**src/malc_pkg.sv**
```systemverilog
`timescale 1ns / 1ps
// ----------------------------------------------------------------------------
// malc_pkg
// shared widths, codes and controller/datapath interface types for the
// moisture average level classifier
// ----------------------------------------------------------------------------
package malc_pkg;

    // window of recent samples
    localparam int WINDOW_DEPTH = 16;
    localparam int SAMPLE_W     = 12;
    localparam int POS_W        = (WINDOW_DEPTH > 1) ? $clog2(WINDOW_DEPTH) : 1;
    localparam int FILL_W       = $clog2(WINDOW_DEPTH + 1);
    localparam int SUM_W        = SAMPLE_W + $clog2(WINDOW_DEPTH);

    // result field widths
    localparam int PCT_W   = 7;
    localparam int LEVEL_W = 3;
    localparam int HYST_W  = 6;

    // configuration port
    localparam int CFG_IDX_W  = 3;
    localparam int CFG_DATA_W = 12;

    // serial divider: wide enough for 2*sum+count and for diff*100
    localparam int PCT_PROD_W = SAMPLE_W + PCT_W;
    localparam int MEAN_NUM_W = SUM_W + 1;
    localparam int DIV_NUM_W  = (MEAN_NUM_W > PCT_PROD_W) ? MEAN_NUM_W : PCT_PROD_W;
    localparam int DIV_DEN_W  = SAMPLE_W;
    localparam int DIV_CNT_W  = $clog2(DIV_NUM_W + 1);

    localparam logic [PCT_W-1:0] PCT_FULL = PCT_W'(100);

    // moisture level codes
    localparam logic [LEVEL_W-1:0] LVL_CRITICAL  = 3'd0;
    localparam logic [LEVEL_W-1:0] LVL_WATER_NOW = 3'd1;
    localparam logic [LEVEL_W-1:0] LVL_SOON      = 3'd2;
    localparam logic [LEVEL_W-1:0] LVL_OK        = 3'd3;
    localparam logic [LEVEL_W-1:0] LVL_OVER      = 3'd4;
    localparam logic [LEVEL_W-1:0] LVL_UNKNOWN   = 3'd5;

    // configuration register indexes
    localparam logic [CFG_IDX_W-1:0] CFG_DRY_FLOOR  = 3'd0;
    localparam logic [CFG_IDX_W-1:0] CFG_WET_FULL   = 3'd1;
    localparam logic [CFG_IDX_W-1:0] CFG_OK_BELOW   = 3'd2;
    localparam logic [CFG_IDX_W-1:0] CFG_SOON_BELOW = 3'd3;
    localparam logic [CFG_IDX_W-1:0] CFG_NOW_BELOW  = 3'd4;
    localparam logic [CFG_IDX_W-1:0] CFG_CRIT_BELOW = 3'd5;
    localparam logic [CFG_IDX_W-1:0] CFG_HYSTERESIS = 3'd6;

    // controller -> datapath
    typedef struct packed {
        logic capture;     // latch sample, read oldest ring entry
        logic update;      // ring write, sum and fill update
        logic div_mean;    // start divider on the mean
        logic mean_load;   // take mean from divider
        logic pct_eval;    // clamp percent when mean is outside the span
        logic div_pct;     // start divider on the percent
        logic pct_load;    // take percent from divider
        logic class_load;  // classify and load the output register
    } t_cmd;

    // datapath -> controller
    typedef struct packed {
        logic div_done;
        logic pct_direct;
        logic out_free;
    } t_sts;

endpackage

```
**src/malc_div.sv**
```systemverilog
`timescale 1ns / 1ps
// ----------------------------------------------------------------------------
// malc_div
// restoring unsigned divider, one quotient bit per cycle
// ----------------------------------------------------------------------------
module malc_div
    import malc_pkg::*;
(
    input  logic                 i_clk,
    input  logic                 i_rst_n,
    input  logic                 i_start,
    input  logic [DIV_NUM_W-1:0] i_num,
    input  logic [DIV_DEN_W-1:0] i_den,
    output logic                 o_done,
    output logic [DIV_NUM_W-1:0] o_quot
);

    logic                 r_busy;
    logic [DIV_CNT_W-1:0] r_cnt;
    logic                 r_done;
    logic [DIV_NUM_W-1:0] r_q;
    logic [DIV_DEN_W-1:0] r_rem;
    logic [DIV_DEN_W-1:0] r_den;

    logic [DIV_DEN_W:0]   rem_sh;
    logic                 ge;
    logic [DIV_DEN_W:0]   rem_sub;

    assign rem_sh  = {r_rem, r_q[DIV_NUM_W-1]};
    assign ge      = (rem_sh >= {1'b0, r_den});
    assign rem_sub = rem_sh - {1'b0, r_den};

    always_ff @(posedge i_clk) begin
        if (!i_rst_n) begin
            r_busy <= 1'b0;
            r_cnt  <= '0;
            r_done <= 1'b0;
        end else begin
            r_done <= r_busy && (r_cnt == DIV_CNT_W'(1));
            if (i_start) begin
                r_busy <= 1'b1;
                r_cnt  <= DIV_CNT_W'(DIV_NUM_W);
            end else if (r_busy) begin
                r_cnt <= r_cnt - DIV_CNT_W'(1);
                if (r_cnt == DIV_CNT_W'(1)) begin
                    r_busy <= 1'b0;
                end
            end
        end
    end

    always_ff @(posedge i_clk) begin
        if (i_start) begin
            r_q   <= i_num;
            r_rem <= '0;
            r_den <= i_den;
        end else if (r_busy) begin
            r_q   <= {r_q[DIV_NUM_W-2:0], ge};
            r_rem <= ge ? rem_sub[DIV_DEN_W-1:0] : rem_sh[DIV_DEN_W-1:0];
        end
    end

    assign o_done = r_done;
    assign o_quot = r_q;

endmodule

```
**src/malc_dp.sv**
```systemverilog
`timescale 1ns / 1ps
// ----------------------------------------------------------------------------
// malc_dp
// datapath: sample ring, running sum, config registers, divider,
// level classification and output register
// ----------------------------------------------------------------------------
module malc_dp
    import malc_pkg::*;
(
    input  logic                  i_clk,
    input  logic                  i_rst_n,
    input  t_cmd                  i_cmd,
    output t_sts                  o_sts,
    input  logic [SAMPLE_W-1:0]   i_raw_sample,
    input  logic                  i_cfg_we,
    input  logic [CFG_IDX_W-1:0]  i_cfg_idx,
    input  logic [CFG_DATA_W-1:0] i_cfg_data,
    input  logic                  i_stall,
    output logic                  o_valid,
    output logic [SAMPLE_W-1:0]   o_mean_raw,
    output logic [PCT_W-1:0]      o_percent,
    output logic [LEVEL_W-1:0]    o_level
);

    // config registers
    logic [SAMPLE_W-1:0] r_dry_floor;
    logic [SAMPLE_W-1:0] r_wet_full;
    logic [PCT_W-1:0]    r_ok_below;
    logic [PCT_W-1:0]    r_soon_below;
    logic [PCT_W-1:0]    r_now_below;
    logic [PCT_W-1:0]    r_crit_below;
    logic [HYST_W-1:0]   r_hyst;

    // window state
    logic [SAMPLE_W-1:0] r_ring [WINDOW_DEPTH];
    logic [POS_W-1:0]    r_pos;
    logic [FILL_W-1:0]   r_fill;
    logic [SUM_W-1:0]    r_sum;
    logic [LEVEL_W-1:0]  r_prev_level;
    logic                r_out_valid;

    // per-item payload
    logic [SAMPLE_W-1:0] r_raw;
    logic [SAMPLE_W-1:0] r_old;
    logic [SAMPLE_W-1:0] r_mean;
    logic [PCT_W-1:0]    r_pct;
    logic [SAMPLE_W-1:0] r_out_mean;
    logic [PCT_W-1:0]    r_out_pct;
    logic [LEVEL_W-1:0]  r_out_level;

    logic                  full;
    logic [SUM_W-1:0]      n_sum;
    logic [POS_W-1:0]      n_pos;
    logic [MEAN_NUM_W-1:0] mean_num;
    logic [PCT_PROD_W-1:0] pct_prod;
    logic [SAMPLE_W-1:0]   span;
    logic                  mean_dry;
    logic                  mean_wet;
    logic                  div_start;
    logic [DIV_NUM_W-1:0]  div_num;
    logic [DIV_DEN_W-1:0]  div_den;
    logic                  div_done;
    logic [DIV_NUM_W-1:0]  div_quot;
    logic [LEVEL_W-1:0]    level;

    function automatic logic below_band(input logic [PCT_W-1:0] pct,
                                        input logic [PCT_W-1:0] bound,
                                        input logic [HYST_W-1:0] hy);
        logic [PCT_W-1:0] lo;
        lo = ({1'b0, bound} > {2'b0, hy}) ? bound - PCT_W'(hy) : '0;
        return (pct >= lo) && (pct < bound);
    endfunction

    function automatic logic above_band(input logic [PCT_W-1:0] pct,
                                        input logic [PCT_W-1:0] bound,
                                        input logic [HYST_W-1:0] hy);
        logic [PCT_W:0] hi;
        hi = {1'b0, bound} + {2'b0, hy};
        return (pct >= bound) && ({1'b0, pct} < hi);
    endfunction

    // raw level, then hold the previous level inside its hysteresis bands
    always_comb begin
        logic [LEVEL_W-1:0] raw_lvl;
        logic               hold;
        if (r_pct >= r_ok_below) begin
            raw_lvl = LVL_OVER;
        end else if (r_pct >= r_soon_below) begin
            raw_lvl = LVL_OK;
        end else if (r_pct >= r_now_below) begin
            raw_lvl = LVL_SOON;
        end else if (r_pct >= r_crit_below) begin
            raw_lvl = LVL_WATER_NOW;
        end else begin
            raw_lvl = LVL_CRITICAL;
        end
        case (r_prev_level)
            LVL_OVER: begin
                hold = below_band(r_pct, r_ok_below, r_hyst);
            end
            LVL_OK: begin
                hold = below_band(r_pct, r_soon_below, r_hyst)
                    || above_band(r_pct, r_ok_below, r_hyst);
            end
            LVL_SOON: begin
                hold = below_band(r_pct, r_now_below, r_hyst)
                    || above_band(r_pct, r_soon_below, r_hyst);
            end
            LVL_WATER_NOW: begin
                hold = below_band(r_pct, r_crit_below, r_hyst)
                    || above_band(r_pct, r_now_below, r_hyst);
            end
            LVL_CRITICAL: begin
                hold = above_band(r_pct, r_crit_below, r_hyst);
            end
            default: begin
                hold = 1'b0;
            end
        endcase
        level = (hold && (raw_lvl != r_prev_level)) ? r_prev_level : raw_lvl;
    end

    assign full  = (r_fill == FILL_W'(WINDOW_DEPTH));
    assign n_sum = r_sum - (full ? SUM_W'(r_old) : '0) + SUM_W'(r_raw);
    assign n_pos = (r_pos == POS_W'(WINDOW_DEPTH - 1)) ? '0 : r_pos + POS_W'(1);

    assign mean_num = {r_sum, 1'b0} + MEAN_NUM_W'(r_fill);
    assign pct_prod = PCT_PROD_W'(r_dry_floor - r_mean) * PCT_PROD_W'(PCT_FULL);
    assign span     = r_dry_floor - r_wet_full;
    assign mean_dry = (r_mean >= r_dry_floor);
    assign mean_wet = (r_mean <= r_wet_full);

    assign div_start = i_cmd.div_mean | i_cmd.div_pct;
    assign div_num   = i_cmd.div_mean ? DIV_NUM_W'(mean_num) : DIV_NUM_W'(pct_prod);
    assign div_den   = i_cmd.div_mean ? DIV_DEN_W'({r_fill, 1'b0}) : span;

    malc_div u_div (
        .i_clk   (i_clk),
        .i_rst_n (i_rst_n),
        .i_start (div_start),
        .i_num   (div_num),
        .i_den   (div_den),
        .o_done  (div_done),
        .o_quot  (div_quot)
    );

    // config and window control state
    always_ff @(posedge i_clk) begin
        if (!i_rst_n) begin
            r_dry_floor  <= SAMPLE_W'(3000);
            r_wet_full   <= SAMPLE_W'(1300);
            r_ok_below   <= PCT_W'(80);
            r_soon_below <= PCT_W'(40);
            r_now_below  <= PCT_W'(25);
            r_crit_below <= PCT_W'(10);
            r_hyst       <= HYST_W'(3);
            r_pos        <= '0;
            r_fill       <= '0;
            r_sum        <= '0;
            r_prev_level <= LVL_UNKNOWN;
            r_out_valid  <= 1'b0;
        end else begin
            if (i_cfg_we) begin
                case (i_cfg_idx)
                    CFG_DRY_FLOOR:  r_dry_floor  <= i_cfg_data;
                    CFG_WET_FULL:   r_wet_full   <= i_cfg_data;
                    CFG_OK_BELOW:   r_ok_below   <= i_cfg_data[PCT_W-1:0];
                    CFG_SOON_BELOW: r_soon_below <= i_cfg_data[PCT_W-1:0];
                    CFG_NOW_BELOW:  r_now_below  <= i_cfg_data[PCT_W-1:0];
                    CFG_CRIT_BELOW: r_crit_below <= i_cfg_data[PCT_W-1:0];
                    CFG_HYSTERESIS: r_hyst       <= i_cfg_data[HYST_W-1:0];
                    default: ;
                endcase
            end
            if (i_cmd.update) begin
                r_sum <= n_sum;
                r_pos <= n_pos;
                if (!full) begin
                    r_fill <= r_fill + FILL_W'(1);
                end
            end
            if (i_cmd.class_load) begin
                r_prev_level <= level;
                r_out_valid  <= 1'b1;
            end else if (r_out_valid && !i_stall) begin
                r_out_valid <= 1'b0;
            end
        end
    end

    // sample ring
    always_ff @(posedge i_clk) begin
        if (i_cmd.update) begin
            r_ring[r_pos] <= r_raw;
        end
        if (i_cmd.capture) begin
            r_old <= r_ring[r_pos];
        end
    end

    // payload
    always_ff @(posedge i_clk) begin
        if (i_cmd.capture) begin
            r_raw <= i_raw_sample;
        end
        if (i_cmd.mean_load) begin
            r_mean <= div_quot[SAMPLE_W-1:0];
        end
        if (i_cmd.pct_eval && mean_dry) begin
            r_pct <= '0;
        end else if (i_cmd.pct_eval && mean_wet) begin
            r_pct <= PCT_FULL;
        end else if (i_cmd.pct_load) begin
            r_pct <= div_quot[PCT_W-1:0];
        end
        if (i_cmd.class_load) begin
            r_out_mean  <= r_mean;
            r_out_pct   <= r_pct;
            r_out_level <= level;
        end
    end

    assign o_sts.div_done   = div_done;
    assign o_sts.pct_direct = mean_dry | mean_wet;
    assign o_sts.out_free   = !r_out_valid || !i_stall;

    assign o_valid    = r_out_valid;
    assign o_mean_raw = r_out_mean;
    assign o_percent  = r_out_pct;
    assign o_level    = r_out_level;

endmodule

```
**src/malc_ctrl.sv**
```systemverilog
`timescale 1ns / 1ps
// ----------------------------------------------------------------------------
// malc_ctrl
// sequencer: one item at a time through window update, one or two divisions
// and classification
// ----------------------------------------------------------------------------
module malc_ctrl
    import malc_pkg::*;
(
    input  logic i_clk,
    input  logic i_rst_n,
    input  logic i_valid,
    output logic o_stall,
    input  t_sts i_sts,
    output t_cmd o_cmd
);

    typedef enum logic [6:0] {
        S_IDLE      = 7'b0000001,
        S_UPD       = 7'b0000010,
        S_MEAN_GO   = 7'b0000100,
        S_MEAN_WAIT = 7'b0001000,
        S_PCT       = 7'b0010000,
        S_PCT_WAIT  = 7'b0100000,
        S_CLASS     = 7'b1000000
    } t_state;

    t_state r_state;
    t_state n_state;

    always_comb begin
        n_state = r_state;
        o_cmd   = '0;
        case (r_state)
            S_IDLE: begin
                if (i_valid) begin
                    o_cmd.capture = 1'b1;
                    n_state       = S_UPD;
                end
            end
            S_UPD: begin
                o_cmd.update = 1'b1;
                n_state      = S_MEAN_GO;
            end
            S_MEAN_GO: begin
                o_cmd.div_mean = 1'b1;
                n_state        = S_MEAN_WAIT;
            end
            S_MEAN_WAIT: begin
                if (i_sts.div_done) begin
                    o_cmd.mean_load = 1'b1;
                    n_state         = S_PCT;
                end
            end
            S_PCT: begin
                o_cmd.pct_eval = 1'b1;
                if (i_sts.pct_direct) begin
                    n_state = S_CLASS;
                end else begin
                    o_cmd.div_pct = 1'b1;
                    n_state       = S_PCT_WAIT;
                end
            end
            S_PCT_WAIT: begin
                if (i_sts.div_done) begin
                    o_cmd.pct_load = 1'b1;
                    n_state        = S_CLASS;
                end
            end
            S_CLASS: begin
                if (i_sts.out_free) begin
                    o_cmd.class_load = 1'b1;
                    n_state          = S_IDLE;
                end
            end
            default: begin
                n_state = S_IDLE;
            end
        endcase
    end

    always_ff @(posedge i_clk) begin
        if (!i_rst_n) begin
            r_state <= S_IDLE;
        end else begin
            r_state <= n_state;
        end
    end

    assign o_stall = (r_state != S_IDLE);

endmodule

```
**src/moisture_average_level_classifier_unit.sv**
```systemverilog
`timescale 1ns / 1ps
// ----------------------------------------------------------------------------
// moisture_average_level_classifier_unit
// moving-average moisture classifier with hysteresis
// ----------------------------------------------------------------------------
// Each transfer on the input channel brings one 12-bit converter sample; each
// produces exactly one result transfer carrying the rounded window mean, the
// moisture percentage and the moisture level (0 critical .. 4 overwatered).
// Items are worked one at a time. The one shared serial divider is used once
// for the mean and, when the mean lies inside the calibration span, once
// more for the percentage; outside the span the percentage is clamped.
// The result sits in an output register, so the next sample is taken while
// an earlier result still waits on a stalled output. Configuration writes
// (index 0 dry floor .. 6 hysteresis, index 7 ignored) take effect at once
// and are meant for idle periods only. The sample window needs no clearing
// after reset.
// ----------------------------------------------------------------------------
module moisture_average_level_classifier_unit
    import malc_pkg::*;
(
    input  logic                  i_clk,
    input  logic                  i_rst_n,
    // sample input channel
    input  logic                  i_valid,
    output logic                  o_stall,
    input  logic [SAMPLE_W-1:0]   i_raw_sample,
    // result output channel
    output logic                  o_valid,
    input  logic                  i_stall,
    output logic [SAMPLE_W-1:0]   o_mean_raw,
    output logic [PCT_W-1:0]      o_percent,
    output logic [LEVEL_W-1:0]    o_level,
    // configuration write port
    input  logic                  i_cfg_we,
    input  logic [CFG_IDX_W-1:0]  i_cfg_idx,
    input  logic [CFG_DATA_W-1:0] i_cfg_data
);

    // command and status between sequencer and datapath
    t_cmd cmd;
    t_sts sts;

    // sequencer: accepts a sample only when idle
    malc_ctrl u_ctrl (
        .i_clk   (i_clk),
        .i_rst_n (i_rst_n),
        .i_valid (i_valid),
        .o_stall (o_stall),
        .i_sts   (sts),
        .o_cmd   (cmd)
    );

    // datapath: window, divider, classification, output register
    malc_dp u_dp (
        .i_clk        (i_clk),
        .i_rst_n      (i_rst_n),
        .i_cmd        (cmd),
        .o_sts        (sts),
        .i_raw_sample (i_raw_sample),
        .i_cfg_we     (i_cfg_we),
        .i_cfg_idx    (i_cfg_idx),
        .i_cfg_data   (i_cfg_data),
        .i_stall      (i_stall),
        .o_valid      (o_valid),
        .o_mean_raw   (o_mean_raw),
        .o_percent    (o_percent),
        .o_level      (o_level)
    );

endmodule

```
**config.mk**
```make
export PLATFORM = sky130hd
export DESIGN_NAME = moisture_average_level_classifier_unit
export DESIGN_NICKNAME = d
export VERILOG_FILES = /design/src/malc_pkg.sv /design/src/malc_div.sv /design/src/malc_dp.sv /design/src/malc_ctrl.sv /design/src/moisture_average_level_classifier_unit.sv
export SDC_FILE = /design/constraint.sdc
export NUM_CORES = 1
export LEC_CHECK = 0
export ABC_CLOCK_PERIOD_IN_PS = 12280
export BUFFER_PORTS_ARGS = -buffer_cell sky130_fd_sc_hd__buf_2
export CORE_ASPECT_RATIO = 1.5
export CORE_MARGIN = 2
export CORE_UTILIZATION = 45
export CTS_BUF_LIST = sky130_fd_sc_hd__clkbuf_8
export CTS_CLUSTER_SIZE = 28
export DETAILED_ROUTE_END_ITERATION = 8
export GPL_TIMING_DRIVEN = 0
export PLACE_DENSITY_LB_ADDON = 0.12
export RECOVER_POWER = 50
export SKIP_CTS_REPAIR_TIMING = 1
export SLEW_MARGIN = 20
export SYNTH_ARGS = -nofsm -noshare
export SYNTH_HDL_FRONTEND = slang
export SYNTH_HIERARCHICAL = 1
export SYNTH_SLANG_ARGS = --single-unit
```
**constraint.sdc**
```tcl
create_clock -name i_clk -period 12.28 [get_ports i_clk]
set_clock_uncertainty 0.15 [all_clocks]
set_input_delay 2.456 -clock i_clk [delete_from_list [all_inputs] [get_ports i_clk]]
set_output_delay 2.456 -clock i_clk [all_outputs]
set_load 0.05 [all_outputs]
```
Yosys cells after proc, flatten, opt, wreduce, memory -nomap -nowiden
Memories as Yosys holds them, arrays and structs flattened. A register that Yosys moved wholly into a read port is not among the register bits.
Cells that the tools add are included.

storage, ports and cells
  memories kept = 1
  logic and storage cells = 180
  bits in writable memories = 192
  output and inout bits = 24
  bits of input ports = 32
  flip-flop bits (word level) = 197

operators by class
  equality and inequality tests = 26
  reduce and logical (&&, ||, !) cells = 35
  order comparisons = 23
  multiplexer cells = 45
  add/subtract/negate cells = 17
  bitwise gates (word level) = 4
  multipliers = 1

memory list
  name         words  width  rd ports  clocked after memory_dff  write ports  line           source
  u_dp.r_ring  16     12     1         1                         1            malc_dp.sv:35  logic [SAMPLE_W-1:0] r_ring [WINDOW_DEPTH];

operators with widths
  cell                                                                  count
  7-bit two-way mux                                                     11
  19-bit two-way mux                                                    3
  7-bit greater-or-equal comparator                                     8
  7-bit one-hot mux with 7 select lines                                 1
  7-bit by 6-bit adder with 8-bit output                                4
  7-bit by 8-bit less-than comparator with 1-bit output                 4
  7-bit by 6-bit greater-than comparator with 1-bit output              4
  7-bit less-than comparator                                            4
  7-bit by 6-bit subtractor with 7-bit output                           4
  12-bit two-way mux                                                    2
  12-bit subtractor                                                     2
  19-bit by 5-bit multiplier with 17-bit output, second input constant  1
  1-bit two-way mux                                                     18
  17-bit by 5-bit adder with 17-bit output                              1
  16-bit by 12-bit adder with 16-bit output                             1
  2-bit AND reduction                                                   8
  16-bit subtractor                                                     1
  13-bit by 12-bit greater-or-equal comparator with 1-bit output        1
  1-bit logical AND                                                     13
  12-bit by 12-bit subtractor with 13-bit output                        1
  3-bit by 2-bit == test with 1-bit output, second input constant       4
  3-bit == test, second input constant                                  4
  12-bit greater-or-equal comparator                                    1
  12-bit <= comparator                                                  1
  other kinds (32)                                                      49

Longest topological paths before layout
Gate-level depths: netlist of the first run.

  depth after elaboration = 8
  mapped depth = 25
  gate-level depth less buffers = 25

By module
The synthesis of the first run kept the hierarchy.

modules (own cells, without submodules)
  module     area each (µm²)  seq. area each (µm²)  cells an instance  times used
  malc_dp    20847.5          9389.0                1855               1
  malc_div   2655.0           1311.3                243                1
  malc_ctrl  504.2            140.1                 59                 1

Least setup slack after synthesis of the first run
OpenSTA, ideal clock, no wires.

  path type = flip-flop to flip-flop
  from = reg u_dp.r_mean[1]
  to = reg u_dp.u_div.r_q[18], in the netlist u_dp/u_div/o_quot[18], data pin
  required time = 11.870 ns
  data arrival time = 4.615 ns
  setup slack = 7.255 ns
  period minus slack after synthesis = 5.025 ns
  cell stages (with the launch flop) = 26
  buffers on the path = 0
  setup time = 0.260 ns
  cell sequence = edfxtp_1 inv_1 ha_1 nor2b_1 o21ai_0 a21boi_0 o21ai_0 nand2b_1 a21o_1 a21o_1 xnor2_1 ha_1 ha_1 inv_1 fa_1 inv_1 ha_1 nor3_1 o21ai_0 a31oi_1 nor2b_1 o21ai_0 a21oi_1 xnor3_1 nor2_1 mux2_2

between the ends
  elaborated cells between the ends (all ways) = 10
  classes of those cells = add/sub (1); mul (1); order compare (2); mux (4); bitwise (2)

RTL lines
  item                                            line            source
  from (decl)                                     malc_dp.sv:45   logic [SAMPLE_W-1:0] r_mean;
  from (signal assigned)                          malc_dp.sv:207  r_mean <= div_quot[SAMPLE_W-1:0];
  12-bit by 12-bit subtractor with 13-bit output  malc_dp.sv:128  assign pct_prod = PCT_PROD_W'(r_dry_floor - r_mean) * PCT_PROD_W'(PCT_FULL);
  19-bit by 5-bit multiplier with 17-bit output   malc_dp.sv:128
  19-bit two-way mux                              malc_dp.sv:134  assign div_num = i_cmd.div_mean ? DIV_NUM_W'(mean_num) : DIV_NUM_W'(pct_prod);
  named net u_dp.div_num[18]                      malc_dp.sv:60   logic [DIV_NUM_W-1:0] div_num;
  19-bit two-way mux                              malc_div.sv:53  if (i_start) begin
  to (signal assigned)                            malc_div.sv:54  r_q <= i_num;
  to (signal assigned)                            malc_div.sv:58  r_q <= {r_q[DIV_NUM_W-2:0], ge};
  to (decl)                                       malc_div.sv:21  logic [DIV_NUM_W-1:0] r_q;

The timed path passes the listed nets, and every way through them passes these cells.
A chain may end at the register's enable or synchronous reset.

Worst setup path after layout of the first run
Ends and elaborated chain as after synthesis.

==> flow_metrics.env, run 1 <==
export IMPL_num_vias=16605
export IMPL_setup_viol=0
export IMPL_synth_edf_count=281
export IMPL_ys_ff_latch=401
export IMPL_worst_pin_slew_ps=1780
export IMPL_ys_seq_area_share_pct=45.2
export IMPL_grtUsageMet2_pct=44.9
export IMPL_area_delta_synth_final_pct=10.4
export IMPL_worstSetupPathType="flop to flop"
export IMPL_dp_slack_ps=6510
export IMPL_start_util_pct=45.5
export IMPL_die_area_mm2=0.0553
export IMPL_synth_cells=2157
export IMPL_grt_use_met3_pct=3.05
export IMPL_syn_nets=2466
export IMPL_mostFrequentLayoutCells="edfxtp_1 (281), ha_1 (241), inv_1 (219), nand2_1 (180), nor2_1 (157)"
export IMPL_layout_drive_gt1_share_pct=11.7
export IMPL_synth_xor_area_share_pct=4.11
export IMPL_min_path_type="flop to flop"
export IMPL_grt_pass1_wl_um=97300
export IMPL_maxSlewViolCount=24
export IMPL_yosys_cell_types_count=94
export IMPL_fin_ws_ps=6460
export IMPL_max_cap_violations=1
export IMPL_synthAdderAreaFrac_pct=15.6
export IMPL_synth_cell_area_mm2=0.0240
export IMPL_clk_pin_slew_ps=70
export IMPL_drt_initial_drc_count=810
export IMPL_nFillCells=4802
export IMPL_cts_max_path_buffers=3
export IMPL_drt_pre_antenna_iters=5
export IMPL_route_detailed_drc=0
export IMPL_vdd_ir_drop_worst_mv=0.117
export IMPL_reg2reg_to="u_dp/u_div/o_quot[18]"
export IMPL_fin_crit_sh_pct=47.4
export IMPL_dpl_hpwl_um=48200
export IMPL_clock_sinks=401
export IMPL_drt_total_wl_um=64100
export IMPL_synth_ff_type="edfxtp_1"
export IMPL_fmax_mhz=172
export IMPL_violations="max-capacitance violations, max-slew violations"
export IMPL_r2r_slack_ps=6460
export IMPL_min_path_cells=2
export IMPL_layout_min_cycle_time_ps=5820
export IMPL_rsz0062_at_grt="no"
export IMPL_async_reset_ff_share_pct=0
export IMPL_die_w_um=193
export IMPL_min_to="u_dp/r_wet_full[6]"
export IMPL_critPathArrivalTime_ps=6090
export IMPL_htree_levels=2
export IMPL_final_common_cell="edfxtp_1"
export IMPL_drtAntennaViolNets=0
export IMPL_chipHeight_um=287
export IMPL_relSlewSlack_pct=-18.6
export IMPL_cp_max_fo=5
export IMPL_yosysWarningCount=6
export IMPL_powerDensity_mw_per_mm2=134
export IMPL_grt_max_degree=24
export IMPL_antenna_found_initial=1
export IMPL_port_buffers=53
export IMPL_tns_ps=0
export IMPL_final_hold_viol_count=0
export IMPL_status="finished with violations"
export IMPL_post_drt_wl_per_cell_um=21.3
export IMPL_busiest_layer="met2"
export IMPL_place_area_mm2=0.0252
export IMPL_synth_compound_area_share_pct=11.4
export IMPL_fin_nets=2584
export IMPL_cp_required_ps=12550
export IMPL_power_leakage_nw=10.6
export IMPL_hp_start="u_dp/r_wet_full[6]"
export IMPL_grt_use_met1_pct=25.0
export IMPL_numCtsBuffers=61
export IMPL_cts_root_buf="clkbuf_8"
export IMPL_synth_top_family_by_area="adder cells"
export IMPL_overflow=0
export IMPL_endpoint_kind="flop"
export IMPL_worstRegToRegCells=25
export IMPL_via_per_inst=5.51
export IMPL_gp_congestion=0.882
export IMPL_synth_simple_gate_area_share_pct=11.1
export IMPL_cts_tree="done"
export IMPL_core_mm2=0.0527
export IMPL_synth_area_per_cell_um2=11.1
export IMPL_r2r_start="u_dp/r_mean[1]"
export IMPL_first_global_vias=16992
export IMPL_clk_latency_ps=710
export IMPL_startpoint="u_dp/r_mean[1]"
export IMPL_synthMuxAreaShare_pct=8.01
export IMPL_io_pins=56
export IMPL_cp_start_kind="flop"
export IMPL_rows=103
export IMPL_grt_usage_pct=23.5
export IMPL_final_design_area_no_fill_mm2=0.0265
==> Yosys cell counts (4+ instances only) <==
master	n	area share, %
buf_2	7	0.15
xnor2_1	81	3.0
o31ai_1	5	0.16
o21bai_1	19	0.59
and3_1	11	0.29
o21ai_0	76	1.6
or2_2	4	0.10
ha_1	241	13
mux2i_1	32	1.3
buf_6	4	0.19
nand4_1	16	0.42
a311oi_1	8	0.29
a21boi_0	10	0.31
edfxtp_1	281	35
clkbuf_1	46	0.72
and2_1	34	0.89
a21oi_1	129	2.7
nor3_1	33	0.69
o221ai_1	4	0.15
a211oi_1	6	0.19
nand2_1	180	2.8
o21a_1	19	0.59
mux2_2	21	0.99
mux4_2	60	5.6
nand3_1	26	0.54
nand2b_1	19	0.50
a21o_1	41	1.3
nor2b_1	22	0.57
nor3b_1	11	0.34
a211o_1	4	0.15
o211ai_1	20	0.63
xor2_1	29	1.1
nor4_1	4	0.10
or3_1	9	0.23
buf_1	7	0.11
nand3b_1	6	0.19
nor2_1	156	2.4
a31oi_1	14	0.36
o211a_1	4	0.17
dfxtp_1	120	10
fa_1	36	3.0
inv_1	212	3.3
clkinv_1	6	0.094
o21ai_1	6	0.13
==> stage by stage <==
stage / utilization, % / total power [mW] / std cells / hold slack (ps)
3_3_place_gp: 47.7 / 2.34 / 2892 / 294
3_5_place_dp: 47.8 / 2.35 / 2894 / 303
6_report: 50.3 / 3.56 / 3011 / 312
4_1_cts: 50.4 / 3.59 / 3010 / 312
5_1_grt: 50.3 / 3.74 / 3011 / 332
2_1_floorplan: - / 2.16 / 2157 / 272
==> sequential cells by signal, summed over array words and instances (netlist names), 3 cells and up <==
name / count
u_dp/o_percent: 7
u_ctrl/r_state: 7
u_dp/r_crit_below: 7
u_dp/r_ok_below: 7
u_dp/r_hyst: 6
u_dp/r_soon_below: 7
u_dp/r_prev_level: 3
u_dp/r_pos: 4
u_dp/r_dry_floor: 12
u_dp/r_pct: 7
u_dp/r_wet_full: 12
u_dp/o_level: 3
u_dp/u_div/r_den: 12
u_dp/r_old: 12
u_dp/r_sum: 16
u_dp/r_ring: 192
u_dp/r_raw: 12
u_dp/u_div/o_quot: 19
u_dp/o_mean_raw: 12
u_dp/r_mean: 12
u_dp/u_div/r_rem: 12
u_dp/r_fill: 5
u_dp/r_now_below: 7
u_dp/u_div/r_cnt: 5
==> metal layers <==
metal | vias up | routed length [um]
met5 | - | 0
met4 | 0 | 3010
met3 | 138 | 2220
met2 | 390 | 35000
met1 | 8082 | 23900
li1 | 7995 | -
==> cell type report <==
class	count	area (um2)	share of cell area, %
buffer	67	297	1.12
timing repair buffer	55	269	1.02
sequential	401	10800	40.9
clock buffer	73	1000	3.79
multi-input combinational	1470	12000	45.4
antenna	1	2.50	0.00944
clock inverter	43	369	1.39
tap	682	853	3.22
inverter	219	822	3.10
==> power breakdown <==
group | switching [mW] | internal (mW)
combinational | 0.435 | 0.322
clock | 0.555 | 0.674
sequential | 0.0583 | 1.51
total | 1.05 | 2.51
==> how the worst max path moves through the flow <==
stage                             to  slack [ps]  cells past startpoint
4_1_cts        u_dp/u_div/o_quot[16]        6470                     25
5_1_grt        u_dp/u_div/o_quot[16]        6000                     25
3_3_place_gp   u_dp/u_div/o_quot[16]        6600                     25
3_5_place_dp   u_dp/u_div/o_quot[16]        6510                     25
6_report       u_dp/u_div/o_quot[18]        6460                     25
2_1_floorplan  u_dp/u_div/o_quot[18]        7260                     25
==> critical path: stages (launching register included) <==
cell	delay, ps
edfxtp_1	460
inv_1	70
ha_1	300
nor2b_1	130
o21ai_0	220
a21boi_0	150
o21ai_0	320
nand2b_1	140
a21o_1	200
a21o_1	210
xnor2_1	220
ha_1	280
ha_1	290
inv_1	50
fa_1	510
inv_1	40
ha_1	250
nor3_1	180
o21ai_0	110
a31oi_1	300
nor2b_1	80
o21ai_0	250
a21oi_1	130
xnor3_1	220
nor2_1	40
mux2_2	280
==> cell families after synthesis <==
group / Yosys count
and+or+nand+nor: 553
AOI/OAI and AO/OA: 415
DFF: 401
buffers and inverters: 286
adders and majority gates: 277
muxes: 114
xor gates and xnor gates: 111
No activity file was read; power rests on OpenSTA's default activity.
==> run 2, diff against run 1 <==
--- a/config.mk
+++ b/config.mk
@@ -5,7 +5,7 @@
 export SDC_FILE = /design/constraint.sdc
 export NUM_CORES = 1
 export LEC_CHECK = 0
-export ABC_CLOCK_PERIOD_IN_PS = 12280
+export ABC_CLOCK_PERIOD_IN_PS = 5000
 export BUFFER_PORTS_ARGS = -buffer_cell sky130_fd_sc_hd__buf_2
 export CORE_ASPECT_RATIO = 1.5
 export CORE_MARGIN = 2
==> constraint.sdc (replaced) <==
create_clock -name i_clk -period 5 [get_ports i_clk]
set_clock_uncertainty 0.15 [all_clocks]
set_input_delay 1 -clock i_clk [delete_from_list [all_inputs] [get_ports i_clk]]
set_output_delay 1 -clock i_clk [all_outputs]
set_load 0.05 [all_outputs]
==> flow_metrics.env, run 2 (synthesized netlist as in run 1, its figures left out) <==
export IMPL_violations="negative setup slack"
export IMPL_post_drt_wl_per_cell_um=21.6
export IMPL_largest_reg_flops=192
export IMPL_power_switching_mw=2.62
export IMPL_mostFrequentLayoutCells="edfxtp_1 (281), ha_1 (233), inv_1 (228), nand2_1 (180), nor2_1 (153)"
export IMPL_fin_nets=2605
export IMPL_num_vias=16749
export IMPL_highest_layer="met4"
export IMPL_cp_required_ps=5230
export IMPL_power_total_mw=8.71
export IMPL_area_delta_synth_final_pct=12.0
export IMPL_status="finished with violations"
export IMPL_final_hold_viol_count=0
export IMPL_powerDensity_mw_per_mm2=324
export IMPL_chipHeight_um=287
export IMPL_worst_pin_slew_ps=1130
export IMPL_cts_max_path_buffers=3
export IMPL_overflow=0
export IMPL_fmax_mhz=198
export IMPL_comb_power_share_pct=22.7
export IMPL_rsz0062_at_grt="yes"
export IMPL_min_path_type="flop to flop"
export IMPL_vdd_ir_drop_worst_mv=0.315
export IMPL_endpoint_kind="flop"
export IMPL_gp_congestion=0.883
export IMPL_clk_pin_slew_ps=60
export IMPL_largest_register="u_dp/r_ring"
export IMPL_worstSetupPathType="flop to flop"
export IMPL_met1Wirelength_um=24100
export IMPL_drt_pre_antenna_iters=4
export IMPL_die_area_mm2=0.0553
export IMPL_maxSlewViolCount=0
export IMPL_power_leakage_nw=10.7
export IMPL_grt_max_degree=30
export IMPL_drt_initial_drc_count=874
export IMPL_via_per_inst=5.52
export IMPL_seq_power_share_pct=44.3
export IMPL_dpl_hpwl_um=48300
export IMPL_nFillCells=4809
export IMPL_setup_viol=3
export IMPL_io_pins=56
export IMPL_clk_latency_ps=660
export IMPL_r2r_slack_ps=-60
export IMPL_grt_usage_pct=24.1
export IMPL_relSlewSlack_pct=23.9
export IMPL_die_w_um=193
export IMPL_wl_met2_um=36100
export IMPL_grt_pass1_wl_um=99100
export IMPL_fin_ws_ps=-59.0
export IMPL_drtAntennaViolNets=0
export IMPL_start_util_pct=45.5
export IMPL_final_common_cell="edfxtp_1"
export IMPL_layout_drive_gt1_share_pct=14.6
export IMPL_holdWs_ps=306
export IMPL_route_detailed_drc=0
export IMPL_p_clk_share_pct=33.0
export IMPL_antenna_found_initial=1
export IMPL_max_cap_violations=0
export IMPL_layout_min_cycle_time_ps=5060
export IMPL_htree_levels=3
export IMPL_clock_sinks=401
export IMPL_numCtsBuffers=66
export IMPL_first_global_vias=17256
export IMPL_cp_start_kind="flop"
export IMPL_port_buffers=53
export IMPL_critPathArrivalTime_ps=5290
export IMPL_rows=103
export IMPL_cp_max_fo=5
export IMPL_cts_root_buf="clkbuf_8"
export IMPL_met3_length_um=2290
export IMPL_core_mm2=0.0527
export IMPL_swShare_pct=30.1
export IMPL_drt_total_wl_um=65400
export IMPL_cts_tree="done"
export IMPL_fin_crit_sh_pct=101
export IMPL_p_int_mw=6.09
[run 2: changes by cell type in the layout (fill, tap and decap cells not counted), sizes merged]
cell	previous run	this run
buf	68	90
inv	223	235
clkinv	32	22
clkbuf	127	122
clkinvlp	1	6
bufinv	6	3
[run 2: final timing paths]
kind,to,depth (start not counted),from
worst min register to register,u_dp/r_wet_full[9],2,u_dp/r_wet_full[9]
worst max-delay path,u_dp/u_div/o_quot[16],25,u_dp/r_mean[1]
worst max register to register,u_dp/u_div/o_quot[16],25,u_dp/r_mean[1]
worst min-delay path,u_dp/r_wet_full[9],2,u_dp/r_wet_full[9]
[run 2: area by class of cell]
class                           instances  area [um2]  area share [%]
Buffer                                 66         298            1.11
Clock inverter                         47         293            1.09
Tap cell                              682         853            3.17
Timing Repair Buffer                   72         415            1.55
Antenna cell                            1        2.50         0.00931
Inverter                              219         826            3.07
Sequential cell                       401       10800            40.3
Clock buffer                           74        1020            3.79
Multi-Input combinational cell       1470       12300            45.9
[run 2: routing by layer]
metal  up-vias  global-route usage [%]
met2       353                    45.9
met5         -                       0
met3       144                    3.66
met4         0                    11.5
met1      8214                    25.5
li1       8038                       -
[run 2: worst max-delay path, cell delays in order, from the launching register on]
cell	delay, ps
edfxtp_1	410
inv_2	90
ha_4	190
nor2b_4	130
o21ai_2	160
a21boi_2	80
o21ai_2	170
nand2b_1	130
a21o_1	180
a21o_1	200
xnor2_2	200
ha_1	260
ha_1	270
inv_1	40
fa_1	510
inv_2	50
ha_4	170
nor3_2	140
o21ai_1	90
a31oi_2	220
nor2b_1	80
o21ai_2	180
nand2b_1	120
xnor2_2	210
mux2i_1	100
mux2_4	280
[run 2: metrics by stage]
| step | setup TNS (ps) | area [um2] | setup slack (ps) | utilization [%] | std cells |
|---|---|---|---|---|---|
| after floorplan | 0 | 24000 | 30.0 | - | 2157 |
| after global placement | -3530 | 25100 | -738 | 47.7 | 2892 |
| after detailed placement | -3710 | 25200 | -651 | 47.7 | 2893 |
| after CTS | -4390 | 26500 | -733 | 50.2 | 3014 |
| after global routing | -902 | 26900 | -294 | 51.0 | 3032 |
| final | -118 | 26900 | -59.0 | 51.0 | 3032 |
[run 2: power by group through the flow]
stage | Combinational, mW | Sequential [mW] | Clock (mW)
after floorplan | 1.44 | 3.86 | 0
after global placement | 1.83 | 3.92 | 0
after detailed placement | 1.87 | 3.92 | 0
after CTS | 1.88 | 3.85 | 2.98
after global routing | 2.18 | 3.87 | 3.10
final | 1.97 | 3.86 | 2.88
==> run 3, diff against run 2 <==
--- a/config.mk
+++ b/config.mk
@@ -5,6 +5,7 @@
 export SDC_FILE = /design/constraint.sdc
 export NUM_CORES = 1
 export LEC_CHECK = 0
+export ABC_AREA = 1
 export ABC_CLOCK_PERIOD_IN_PS = 5000
 export BUFFER_PORTS_ARGS = -buffer_cell sky130_fd_sc_hd__buf_2
 export CORE_ASPECT_RATIO = 1.5
==> flow_metrics.env, run 3 <==
export IMPL_endpoint_kind="flop"
export IMPL_numCtsBuffers=68
export IMPL_met3_length_um=2580
export IMPL_port_buffers=55
export IMPL_grt_max_degree=25
export IMPL_synth_common_cells="nand2_1 (484), inv_1 (386), edfxtp_1 (281)"
export IMPL_worst_pin_slew_ps=1530
export IMPL_utilization_pct=50.4
export IMPL_synth_ff_type="edfxtp_1"
export IMPL_status="finished with violations"
export IMPL_route_detailed_drc=0
export IMPL_final_common_cell="nand2_1"
export IMPL_synth_edf_count=281
export IMPL_synth_area_per_cell_um2=8.75
export IMPL_dpl_hpwl_um=52200
export IMPL_layout_min_cycle_time_ps=4760
export IMPL_worstSetupPathType="flop to flop"
export IMPL_power_leakage_nw=11.8
export IMPL_drt_pre_antenna_iters=5
export IMPL_clk_latency_ps=660
export IMPL_fin_crit_sh_pct=95.2
export IMPL_cts_max_path_buffers=3
export IMPL_rsz0062_at_grt="yes"
export IMPL_ys_ff_latch=401
export IMPL_area_delta_synth_final_pct=11.0
export IMPL_synth_area_leaders="edfxtp_1 (35%), ha_1 (12%), dfxtp_1 (9.9%)"
export IMPL_io_pins=56
export IMPL_num_vias=19666
export IMPL_synth_top_area_cell="edfxtp_1"
export IMPL_dp_slack_ps=-267
export IMPL_start_util_pct=45.4
export IMPL_min_path_type="flop to flop"
export IMPL_synth_top_area_share_pct=34.7
export IMPL_async_reset_ff_share_pct=0
export IMPL_cp_required_ps=5250
export IMPL_post_drt_wl_per_cell_um=19.2
export IMPL_place_area_mm2=0.0256
export IMPL_htree_levels=3
export IMPL_instances_no_fill=3663
export IMPL_via_per_inst=5.37
export IMPL_first_global_vias=19705
export IMPL_gp_congestion=0.929
export IMPL_fin_ws_ps=242
export IMPL_clk_pin_slew_ps=60
export IMPL_critPathArrivalTime_ps=5010
export IMPL_mostFrequentLayoutCells="nand2_1 (486), inv_1 (403), edfxtp_1 (281), nor2_1 (262), ha_1 (237)"
export IMPL_ys_seq_area_share_pct=44.6
export IMPL_drtAntennaViolNets=0
export IMPL_rows=104
export IMPL_met1Wirelength_um=27300
export IMPL_yosys_cell_types_count=56
export IMPL_layout_drive_gt1_share_pct=8.64
export IMPL_grt_usage_pct=25.3
export IMPL_cp_start_kind="flop"
export IMPL_cp_max_fo=4
export IMPL_power_total_mw=8.24
export IMPL_yosysWarningCount=6
export IMPL_fmax_mhz=210
export IMPL_drt_total_wl_um=70500
export IMPL_cts_root_buf="clkbuf_8"
export IMPL_vdd_ir_drop_worst_mv=0.270
export IMPL_relSlewSlack_pct=-1.80
export IMPL_synth_cells=2780
export IMPL_fin_nets=3235
export IMPL_core_mm2=0.0536
export IMPL_drt_initial_drc_count=1258
export IMPL_grt_pass1_wl_um=109000
export IMPL_cts_tree="done"
export IMPL_wl_met2_um=37200
export IMPL_final_hold_viol_count=0
export IMPL_tns_ps=0
export IMPL_maxSlewViolCount=25
export IMPL_max_cap_violations=1
export IMPL_final_design_area_no_fill_mm2=0.0270
export IMPL_chipHeight_um=289
export IMPL_powerDensity_mw_per_mm2=305
export IMPL_violations="max-capacitance violations, max-slew violations"
export IMPL_synth_most_common_cell="nand2_1"
export IMPL_antenna_found_initial=1
export IMPL_largest_reg_flops=192
export IMPL_synth_cell_area_mm2=0.0243
export IMPL_setup_viol=0
export IMPL_syn_nets=3089
export IMPL_overflow=0
export IMPL_highest_layer="met4"
export IMPL_clock_sinks=401
export IMPL_largest_register="u_dp/r_ring"
export IMPL_die_w_um=194
export IMPL_die_area_mm2=0.0560
export IMPL_placed_cells=3530
export IMPL_holdWs_ps=305
run 3: cell types whose count changed after synthesis, moves of 64 or more:
cell | before | now
nand2_1 | 180 | 484
a21oi_1 | 129 | 193
nor2_1 | 156 | 276
nand3_1 | 26 | 101
o21ai_0 | 76 | 220
inv_1 | 212 | 386
run 3: worst max-delay path, cell delays in order, from the launching register on:
cell      delay [ps]
dfxtp_1          300
inv_1            100
ha_2             240
fa_2             380
o21ai_4          170
a21oi_1          110
o21bai_2         170
xor2_2           190
inv_1             90
ha_1             280
ha_1             280
inv_1             50
fa_1             500
inv_1             40
ha_1             340
nand2_1           90
nor3_1           180
a21oi_1          100
inv_1             90
a31oi_1           90
or2_2            280
nand3_1          130
nand2_1           70
nand2_1           70
nand2_1           50
run 3: path summary, 6_finish.rpt:
kind | from | end | slack, ps | cells past startpoint
setup reg to reg | u_dp/r_dry_floor[0] | u_dp/u_div/o_quot[15] | 240 | 24
hold / removal | u_dp/u_div/o_quot[9] | u_dp/r_mean[9] | 310 | 0
setup / recovery | u_dp/r_dry_floor[0] | u_dp/u_div/o_quot[15] | 240 | 24
hold reg to reg | u_dp/u_div/o_quot[9] | u_dp/r_mean[9] | 310 | 0
run 3: cell families after synthesis:
family                   synth area share [%]
AO/OA/AOI/OAI                            12.5
multiplexers                            0.123
XOR/XNOR                                 2.27
AND/OR/NAND/NOR                          17.5
flip-flops                               44.6
buffers and inverters                    7.66
adder cells (fa/ha/maj)                  15.4
run 3: final cells by class:
class	count	area, um2
antenna	1	2.50
buffer	75	307
clock buffer	72	991
clock inverter	45	270
fill	5147	26600
inverter	414	1560
multi-input combinational	1890	11800
sequential	401	10800
tap	689	862
timing repair buffer	76	373
run 3: power by group:
group | internal [mW] | total (mW) | leakage [nW] | switching [mW]
sequential | 3.67 | 3.81 | 3.51 | 0.138
clock | 1.44 | 2.81 | 0.709 | 1.37
combinational | 0.582 | 1.62 | 7.55 | 1.03
total | 5.69 | 8.24 | 11.8 | 2.54
run 3: routing by layer:
metal	vias to the layer above	track usage (%)
met5	-	0
met3	148	2.70
met1	9342	27.9
met2	512	48.0
met4	0	12.6
li1	9664	-
